--- config.mk ---
export PLATFORM = sky130hd
export DESIGN_NAME = bounded_ordered_list_engine
export DESIGN_NICKNAME = d
export VERILOG_FILES = /design/src/rtl/core/bole_pkg.sv /design/src/rtl/core/bole_ctrl.sv /design/src/rtl/core/bole_datapath.sv /design/src/rtl/core/bounded_ordered_list_engine.sv
export SDC_FILE = /design/constraint.sdc
export NUM_CORES = 2
export LEC_CHECK = 0
export BUFFER_PORTS_ARGS = -buffer_cell sky130_fd_sc_hd__clkbuf_2
export CORE_ASPECT_RATIO = 0.6
export CORE_MARGIN = 2
export CORE_UTILIZATION = 30
export CTS_CLUSTER_DIAMETER = 30
export CTS_CLUSTER_SIZE = 14
export DETAILED_ROUTE_END_ITERATION = 7
export GPL_ROUTABILITY_DRIVEN = 0
export PLACE_DENSITY = 0.41
export SKIP_LAST_GASP = 1
export SYNTH_ARGS = -nofsm -noshare
export SYNTH_HDL_FRONTEND = slang
export SYNTH_SLANG_ARGS = --single-unit
--- constraint.sdc ---
create_clock -name clk -period 7.58 [get_ports clk]
set_input_delay 0.758 -clock clk [delete_from_list [all_inputs] [get_ports clk]]
set_output_delay 0.758 -clock clk [all_outputs]
set_load 0.05 [all_outputs]
--- src/rtl/core/bole_pkg.sv ---
// ----------------------------------------------------------------------------
// bole_pkg
// Command and status codes, and the control and status bundles that pass
// between the controller and the datapath of the ordered list engine.
// ----------------------------------------------------------------------------
package bole_pkg;

    localparam logic [2:0] CMD_FRONT      = 3'd0;
    localparam logic [2:0] CMD_END        = 3'd1;
    localparam logic [2:0] CMD_ORDERED    = 3'd2;
    localparam logic [2:0] CMD_DEL_FIRST  = 3'd3;
    localparam logic [2:0] CMD_DEL_BEFORE = 3'd4;
    localparam logic [2:0] CMD_DEL_AFTER  = 3'd5;
    localparam logic [2:0] CMD_DUMP       = 3'd6;

    localparam logic [2:0] ST_OK      = 3'd0;
    localparam logic [2:0] ST_EMPTY   = 3'd1;
    localparam logic [2:0] ST_INVALID = 3'd2;
    localparam logic [2:0] ST_ABSENT  = 3'd3;
    localparam logic [2:0] ST_FULL    = 3'd4;

    typedef struct packed {
        logic load;
        logic eval;
        logic apply;
        logic dump_step;
    } bole_cmd_t;

    typedef struct packed {
        logic dump_go;
        logic dump_last;
    } bole_stat_t;

endpackage

--- src/rtl/core/bole_ctrl.sv ---
// ----------------------------------------------------------------------------
// bole_ctrl
// Sequencer of the ordered list engine: accept, evaluate, apply or stream
// the dump one beat per cycle.
// ----------------------------------------------------------------------------
module bole_ctrl
(
    input  logic                clk,
    input  logic                rst_n,
    input  logic                start,
    output logic                busy,
    input  bole_pkg::bole_stat_t stat,
    output bole_pkg::bole_cmd_t  ctl
);
    import bole_pkg::*;

    typedef enum logic [3:0] {
        S_IDLE  = 4'b0001,
        S_EVAL  = 4'b0010,
        S_APPLY = 4'b0100,
        S_DUMP  = 4'b1000
    } state_t;

    state_t state_reg;
    state_t state_next;

    always_comb
    begin
        state_next    = state_reg;
        ctl.load      = 1'b0;
        ctl.eval      = 1'b0;
        ctl.apply     = 1'b0;
        ctl.dump_step = 1'b0;
        unique case (state_reg)
            S_IDLE:
            begin
                if (start)
                begin
                    ctl.load   = 1'b1;
                    state_next = S_EVAL;
                end
            end
            S_EVAL:
            begin
                ctl.eval   = 1'b1;
                state_next = S_APPLY;
            end
            S_APPLY:
            begin
                if (stat.dump_go)
                begin
                    ctl.dump_step = 1'b1;
                    state_next    = stat.dump_last ? S_IDLE : S_DUMP;
                end
                else
                begin
                    ctl.apply  = 1'b1;
                    state_next = S_IDLE;
                end
            end
            S_DUMP:
            begin
                ctl.dump_step = 1'b1;
                if (stat.dump_last)
                begin
                    state_next = S_IDLE;
                end
            end
            default:
            begin
                state_next = S_IDLE;
            end
        endcase
    end

    always_ff @(posedge clk or negedge rst_n)
    begin
        if (!rst_n)
        begin
            state_reg <= S_IDLE;
        end
        else
        begin
            state_reg <= state_next;
        end
    end

    assign busy = (state_reg != S_IDLE);

endmodule

--- src/rtl/core/bole_datapath.sv ---
// ----------------------------------------------------------------------------
// bole_datapath
// Chain of value cells with per-cell compare flags, a shift mask derived
// from the lowest set flag, a rotating dump and the result registers.
// ----------------------------------------------------------------------------
module bole_datapath
#(
    parameter int CAPACITY = 16
)
(
    input  logic                 clk,
    input  logic                 rst_n,
    input  bole_pkg::bole_cmd_t  ctl,
    output bole_pkg::bole_stat_t stat,
    input  logic [2:0]           command,
    input  logic signed [31:0]   value,
    input  logic [7:0]           position,
    output logic                 result_valid,
    output logic signed [31:0]   element,
    output logic [2:0]           status,
    output logic [4:0]           entry_total,
    output logic                 last
);
    import bole_pkg::*;

    localparam int CW = $clog2(CAPACITY + 1);
    localparam int PW = 10;

    logic signed [31:0]  cell_reg [CAPACITY];
    logic signed [31:0]  cell_next [CAPACITY];
    logic [2:0]          cmd_reg;
    logic signed [31:0]  val_reg;
    logic [7:0]          pos_reg;
    logic [CW-1:0]       count_reg;
    logic [CW-1:0]       count_next;
    logic [CW-1:0]       dump_left_reg;
    logic [CW-1:0]       dump_left_next;
    logic [CAPACITY-1:0] ge_reg;
    logic [CAPACITY-1:0] ge_next;
    logic [2:0]          st_reg;
    logic [2:0]          st_next;
    logic                mod_reg;
    logic                mod_next;
    logic                ins_reg;
    logic                ins_next;
    logic [PW-1:0]       cnt_w;
    logic [PW-1:0]       pos_w;
    logic [PW-1:0]       del_idx;
    logic [CAPACITY-1:0] low_run;
    logic [CAPACITY-1:0] mask;
    logic [CAPACITY-1:0] pick;
    logic                valid_reg;
    logic signed [31:0]  elem_reg;
    logic [2:0]          status_reg;
    logic [4:0]          total_reg;
    logic                last_reg;

    // evaluate: status and position flags
    always_comb
    begin
        cnt_w    = PW'(count_reg);
        pos_w    = PW'(pos_reg);
        st_next  = ST_OK;
        ins_next = 1'b0;
        del_idx  = '0;
        unique case (cmd_reg)
            CMD_FRONT, CMD_END, CMD_ORDERED:
            begin
                ins_next = 1'b1;
                if (cnt_w >= PW'(CAPACITY))
                begin
                    st_next = ST_FULL;
                end
            end
            CMD_DEL_FIRST:
            begin
                if (cnt_w == '0)
                begin
                    st_next = ST_EMPTY;
                end
            end
            CMD_DEL_BEFORE:
            begin
                del_idx = pos_w - PW'(2);
                if (cnt_w == '0 || pos_w <= PW'(1))
                begin
                    st_next = ST_INVALID;
                end
                else if (del_idx >= cnt_w)
                begin
                    st_next = ST_ABSENT;
                end
            end
            CMD_DEL_AFTER:
            begin
                del_idx = pos_w;
                if (cnt_w == '0 || pos_w == '0)
                begin
                    st_next = ST_INVALID;
                end
                else if (pos_w >= cnt_w)
                begin
                    st_next = ST_ABSENT;
                end
            end
            CMD_DUMP:
            begin
                if (cnt_w == '0)
                begin
                    st_next = ST_EMPTY;
                end
            end
            default:
            begin
                st_next = ST_INVALID;
            end
        endcase
        mod_next = (st_next == ST_OK) && (cmd_reg != CMD_DUMP);
        for (int k = 0; k < CAPACITY; k++)
        begin
            if (ins_next)
            begin
                ge_next[k] = (PW'(k) >= cnt_w) || (cmd_reg == CMD_FRONT) ||
                             ((cmd_reg == CMD_ORDERED) && !(cell_reg[k] < val_reg));
            end
            else
            begin
                ge_next[k] = (PW'(k) == del_idx);
            end
        end
    end

    // apply: shift from the lowest set flag upwards
    always_comb
    begin
        low_run = ge_reg ^ (ge_reg - {{(CAPACITY-1){1'b0}}, 1'b1});
        mask    = ~(low_run >> 1);
        pick    = low_run & ge_reg;
        for (int k = 0; k < CAPACITY; k++)
        begin
            cell_next[k] = cell_reg[k];
            if (ctl.apply && mod_reg)
            begin
                if (ins_reg)
                begin
                    if (pick[k])
                    begin
                        cell_next[k] = val_reg;
                    end
                    else if (mask[k] && k > 0)
                    begin
                        cell_next[k] = cell_reg[(k > 0) ? k - 1 : 0];
                    end
                end
                else if (mask[k] && k < CAPACITY - 1)
                begin
                    cell_next[k] = cell_reg[(k < CAPACITY - 1) ? k + 1 : k];
                end
            end
            else if (ctl.dump_step)
            begin
                if (PW'(k) == cnt_w - PW'(1))
                begin
                    cell_next[k] = cell_reg[0];
                end
                else if (k < CAPACITY - 1)
                begin
                    cell_next[k] = cell_reg[(k < CAPACITY - 1) ? k + 1 : k];
                end
            end
        end

        count_next = count_reg;
        if (ctl.apply && mod_reg)
        begin
            count_next = ins_reg ? count_reg + CW'(1) : count_reg - CW'(1);
        end

        dump_left_next = dump_left_reg;
        if (ctl.eval)
        begin
            dump_left_next = count_reg;
        end
        else if (ctl.dump_step)
        begin
            dump_left_next = dump_left_reg - CW'(1);
        end
    end

    assign stat.dump_go   = (cmd_reg == CMD_DUMP) && (st_reg == ST_OK);
    assign stat.dump_last = (dump_left_reg == CW'(1));

    always_ff @(posedge clk or negedge rst_n)
    begin
        if (!rst_n)
        begin
            count_reg     <= '0;
            dump_left_reg <= '0;
            valid_reg     <= 1'b0;
        end
        else
        begin
            count_reg     <= count_next;
            dump_left_reg <= dump_left_next;
            valid_reg     <= ctl.apply || ctl.dump_step;
        end
    end

    always_ff @(posedge clk)
    begin
        for (int k = 0; k < CAPACITY; k++)
        begin
            cell_reg[k] <= cell_next[k];
        end
        if (ctl.load)
        begin
            cmd_reg <= command;
            val_reg <= value;
            pos_reg <= position;
        end
        if (ctl.eval)
        begin
            ge_reg  <= ge_next;
            st_reg  <= st_next;
            mod_reg <= mod_next;
            ins_reg <= ins_next;
        end
        if (ctl.apply || ctl.dump_step)
        begin
            elem_reg   <= ctl.dump_step ? cell_reg[0] : 32'sd0;
            status_reg <= ctl.dump_step ? ST_OK : st_reg;
            total_reg  <= 5'(count_next);
            last_reg   <= ctl.apply || (dump_left_reg == CW'(1));
        end
    end

    assign result_valid = valid_reg;
    assign element      = elem_reg;
    assign status       = status_reg;
    assign entry_total  = total_reg;
    assign last         = last_reg;

endmodule

--- src/rtl/core/bounded_ordered_list_engine.sv ---
// ----------------------------------------------------------------------------
// bounded_ordered_list_engine
// Ordered list of signed 32-bit values held in a chain of cells.
// ----------------------------------------------------------------------------
// A command is taken when start is high and busy is low. Every command but a
// dump of a non-empty list returns one beat, registered after its evaluate
// and apply steps, and the next command can be taken in the cycle that beat
// is shown. A dump of n elements returns n beats on consecutive cycles. In
// the evaluate step every cell sets its flag in parallel, comparing against
// the new value for an ordered insert; in the apply step the whole chain
// shifts; a dump rotates the chain one cell a cycle. Each beat is on the
// result ports for one cycle only, marked by result_valid; the receiver
// cannot stall it, so it must take every beat.
// ----------------------------------------------------------------------------
module bounded_ordered_list_engine
#(
    parameter int CAPACITY = 16
)
(
    input  logic               clk,
    input  logic               rst_n,
    input  logic               start,
    output logic               busy,
    input  logic [2:0]         command,
    input  logic signed [31:0] value,
    input  logic [7:0]         position,
    output logic               result_valid,
    output logic signed [31:0] element,
    output logic [2:0]         status,
    output logic [4:0]         entry_total,
    output logic               last
);
    import bole_pkg::*;

    bole_cmd_t  ctl;
    bole_stat_t stat;

    bole_ctrl u_ctrl
    (
        .clk   (clk),
        .rst_n (rst_n),
        .start (start),
        .busy  (busy),
        .stat  (stat),
        .ctl   (ctl)
    );

    bole_datapath #(.CAPACITY(CAPACITY)) u_datapath
    (
        .clk          (clk),
        .rst_n        (rst_n),
        .ctl          (ctl),
        .stat         (stat),
        .command      (command),
        .value        (value),
        .position     (position),
        .result_valid (result_valid),
        .element      (element),
        .status       (status),
        .entry_total  (entry_total),
        .last         (last)
    );

endmodule
; ---- Yosys cells after proc, flatten, opt, wreduce, memory -nomap -nowiden
; Memories as Yosys holds them, arrays and structs flattened.
; Cells that the tools add are included.
[word_totals]
ff_bits = 120
ramBits = 512
output_inout_bits = 43
word_cells = 339
mem_count = 1
[classes]
add_sub_neg = 6
magnitude_cmp = 36
n_eq_ne = 45
n_mux = 151
bitwise_logic = 3
n_reduce_logical = 82
[mem_list]
columns = memory, depth, width, rd, rd_ports_with_merged_regs, wr, line_no
row1 = u_datapath.cell_reg, 16, 32, 16, 0, 16, bole_datapath.sv:29  ; logic signed [31:0] cell_reg [CAPACITY];
[ops]
columns = operator, count
row1 = $mux W32, 110
row2 = $lt A32 B32 Y1, 16
row3 = $eq A4 B10 Y1 const A, 16
row4 = $eq A3 B10 Y1 const A, 8
row5 = $eq A2 B10 Y1 const A, 4
row6 = $ge A4 B5 Y1 const A, 8
row7 = $logic_or A1 B1 Y1, 36
row8 = $mux W1, 24
row9 = $eq A1 B10 Y1 const A, 2
row10 = $ge A3 B5 Y1 const A, 4
row11 = $logic_not A10 Y1, 2
row12 = $mux W5, 4
row13 = $pmux W10 S2, 1
row14 = $logic_and A1 B1 Y1, 19
row15 = $and A16 B16 Y16, 1
row16 = $logic_not A1 Y1, 16
row17 = $mux W4, 4
row18 = $not A15 Y16, 1
row19 = $pmux W4 S4, 1
row20 = $sub A16 B1 Y16 const B, 1
row21 = $xor A16 B16 Y16, 1
row22 = $pmux W3 S4, 1
row23 = $ge A1 B5 Y1 const A, 2
row24 = $ge A10 B5 Y1, 1
row25 = 30 further kinds, 40

; ---- Longest topological paths before layout
[logic_depth]
ltp_word = 7
ltp_mapped = 11
ltp_nobuf = 10

; ---- Hierarchy
; A second synthesis with hierarchy kept.
[hier_totals]
hier_cells = 4128
hier_area_um2 = 44755.4
[modules_own_cells]
columns = module, instances, cells_per_inst, area_per_inst_um2, seq_area_each_um2
row1 = bole_datapath, 1, 4103, 44492.7, 18803.0
row2 = bole_ctrl, 1, 25, 262.8, 101.3

; ---- Worst setup path before layout
; No wires, ideal clock.
[synth_timing]
path_kind = reg2reg
from = reg u_datapath.ge_reg[1] (netlist name)
to = mem u_datapath.cell_reg[11][4] (netlist: u_datapath.cell_reg[1][100]), enable pin
setup_time_ns = 0.432
t_arrival_ns = 4.060
t_required_ns = 7.148
path_slack_ns = 3.088
path_stages_with_launch = 11
n_path_buf = 2
path_cell_list = edfxtp_1 > nor3_1 > nor3b_1 > nor3b_1 > nand2b_1 > nor4_1 > ha_1 > clkbuf_1 > clkbuf_1 > a21oi_1 > a21oi_1
[synth_lines]
columns = element, line_no
row1 = "end, declared", bole_datapath.sv:29

==> results.sh <==
export IMPL_numCtsBuffers=159
export IMPL_ios=89
export IMPL_cts_sinks=632
export IMPL_crit_fanout=33
export IMPL_final_setup_skew_ns=0.0436
export IMPL_fmax_mhz=213
export IMPL_layout_commonest_cell="edfxtp_1"
export IMPL_hold_path_depth=1
export IMPL_drv_max_cap_violation_count=0
export IMPL_grt_pass1_wl_um=261000
export IMPL_dr_pass1_iters=6
export IMPL_drive_gt1_frac=0.129
export IMPL_cts_root_buf="clkbuf_16"
export IMPL_die_area_um2=149000
export IMPL_die_h_um=300
export IMPL_clkTransAtPathRegs_ns=0.05
export IMPL_dr_total_vias=37200
export IMPL_crit_arrival_ns=5.05
export IMPL_ys_warn_count=0
export IMPL_postRouteAntennaNets=0
export IMPL_rsz0062_at_grt="false"
export IMPL_place_inst=5969
export IMPL_portBuffers=88
export IMPL_htree_num_levels=4
export IMPL_synth_edf_count=617
export IMPL_final_cells=6267
export IMPL_relSlewSlack=0.193
export IMPL_yosys_cell_types_count=75
export IMPL_ys_flop_type="edfxtp_1"
export IMPL_wl_per_cell_um=29.6
export IMPL_initial_utilization=0.302
export IMPL_num_rows=108
export IMPL_antenna_found_initial=4
export IMPL_largest_register_ffs=512
export IMPL_critPathKind="register to register"
export IMPL_r2r_cells=9
export IMPL_period_minus_slack_ns=4.69
export IMPL_postCtsHoldBufs=1
export IMPL_grt_max_degree=200
export IMPL_r2r_start="u_datapath.ge_reg[1]"
export IMPL_insertion_delay_ns=0.79
export IMPL_fp_dieW_um=497
export IMPL_crit_path_start_kind="register"
export IMPL_drt_wl_total_um=186000
export IMPL_tightest_slew_ns=1.21
export IMPL_peakVddDrop_mv=0.180
export IMPL_hold_class="input port to register"
export IMPL_core_um2=145000
export IMPL_p_leak_nw=18.9
export IMPL_grt_pass1_vias=34300
export IMPL_syn_num_nets=4705
export IMPL_rrSetupSlack_ns=2.89
export IMPL_drcViolationCount=0
export IMPL_hold_viol=0
export IMPL_hpwlAfterDp_um=140000
export IMPL_final_nets=4780
export IMPL_synth_top_area_frac=0.423
export IMPL_syn_inst=4131
export IMPL_utilization=0.361
export IMPL_overflow=0
export IMPL_fin_setup_tns_ns=0
export IMPL_synth_seq_cells=632
export IMPL_seq_area_frac_synth=0.432
export IMPL_min_from="value[25]"
export IMPL_syn_to_final_growth_pct=19.3
export IMPL_synth_area_top_cells="edfxtp_1 (42%), ha_1 (15%), mux2i_1 (10%)"
export IMPL_ctsResizeCount=0
export IMPL_grtUsageTotal=0.241
export IMPL_async_flop_share=0.0237
export IMPL_dr_first_iter_drc_count=4907
export IMPL_end_kind="register"
export IMPL_avgViaCountPerCell=5.94
export IMPL_setup_viol=0
export IMPL_fillerInstances=14300
export IMPL_tritoncts="done"
export IMPL_reg2reg_to="u_datapath.cell_reg[1][73]"
export IMPL_clockBufferDepth=3
export IMPL_status="finished clean"
export IMPL_synth_avg_cell_area_um2=10.6
export IMPL_final_period_utilization=0.618
export IMPL_min_to="u_datapath.val_reg[25]"
export IMPL_postCtsSetupRepairBufs=0
export IMPL_synth_top_area_cell="edfxtp_1"
export IMPL_crit_required_ns=7.95
export IMPL_mostFrequentLayoutCells="edfxtp_1 (617), a21oi_1 (607), ha_1 (513), mux2i_1 (451), o22ai_1 (449)"
export IMPL_p_per_area_nw_per_um2=294
export IMPL_maxSlewViolCount=0
export IMPL_synthesis_area_um2=43800
-- worst max-delay path by stage --
| stage | startpoint | endpoint | slack, ns |
|---|---|---|---|
| after global routing | u_datapath.ge_reg[1] | u_datapath.cell_reg[1][73] | 2.60 |
| final | u_datapath.ge_reg[1] | u_datapath.cell_reg[1][73] | 2.89 |
| after detailed placement | u_datapath.ge_reg[1] | u_datapath.cell_reg[1][67] | 2.94 |
| after global placement | u_datapath.ge_reg[0] | u_datapath.cell_reg[1][64] | 3.01 |
| after CTS | u_datapath.ge_reg[1] | u_datapath.cell_reg[1][73] | 2.93 |
| after floorplan | u_datapath.ge_reg[1] | u_datapath.cell_reg[1][100] | 3.09 |
-- kinds of logic after synthesis --
family          synth area share
compound gates             0.199
xor+xnor                 0.00500
fa+ha+maj                  0.151
buf+inv                   0.0359
flops                      0.432
mux                        0.103
simple gates              0.0735
-- worst max-delay path, cell delays in order (launching register included) --
cell and delay (ns):
edfxtp_1 0.44, inv_1 0.10, ha_1 0.18, nor3b_1 0.47
nor3b_1 0.38, nand2_1 0.37, nor3_1 0.25, ha_2 0.92
a21oi_1 0.24, a21oi_4 0.91
-- power breakdown --
part           internal, mW  total [mW]  leakage [nW]  switching [mW]
clock                  4.78        7.13          2.68            2.35
combinational          1.19        3.75          10.5            2.56
sequential             4.16        4.49          5.74           0.323
-- layer usage --
metal | wire [µm] | vias up | global-route usage
met5 | 0 | - | 0
met3 | 21400 | 190 | 0.0656
met4 | 2620 | 0 | 0.0505
met2 | 57800 | 1973 | 0.251
met1 | 104000 | 18500 | 0.435
li1 | - | 16600 | -
-- per-stage QoR --
step	power [mW]	setup WS [ns]	hold WS [ns]	instance area, µm²
final	15.4	2.89	0.144	52200
after global routing	16.0	2.60	0.128	52200
after CTS	15.3	2.93	0.0996	52200
after detailed placement	8.15	2.94	0.515	46700
after global placement	8.13	3.01	0.513	46700
after floorplan	6.67	3.09	0.460	43800
-- synthesized netlist by cell type (29+ instances only) --
cell type  instances
inv_1             50
edfxtp_1         617
a21o_1            98
ha_1             527
clkbuf_1         278
o22ai_1          449
a21oi_1          621
nand2_1          194
nand3_1           36
buf_4             29
o21ai_0          151
and2_1            39
nand4_1           84
nor2_1           110
mux2i_1          451
a31oi_1           47
-- final cells by class --
type | count | area (µm²) | area share
diodes | 1 | 2.50 | 0.0000479
clock buffers | 185 | 4250 | 0.0813
clock inverters | 111 | 1280 | 0.0245
inverters | 53 | 199 | 0.00381
multi-input cells | 3116 | 23500 | 0.451
flip-flops and latches | 632 | 18900 | 0.362
well taps | 1925 | 2410 | 0.0461
repair buffers | 244 | 1640 | 0.0314
No activity file was read; power rests on OpenSTA's default activity.
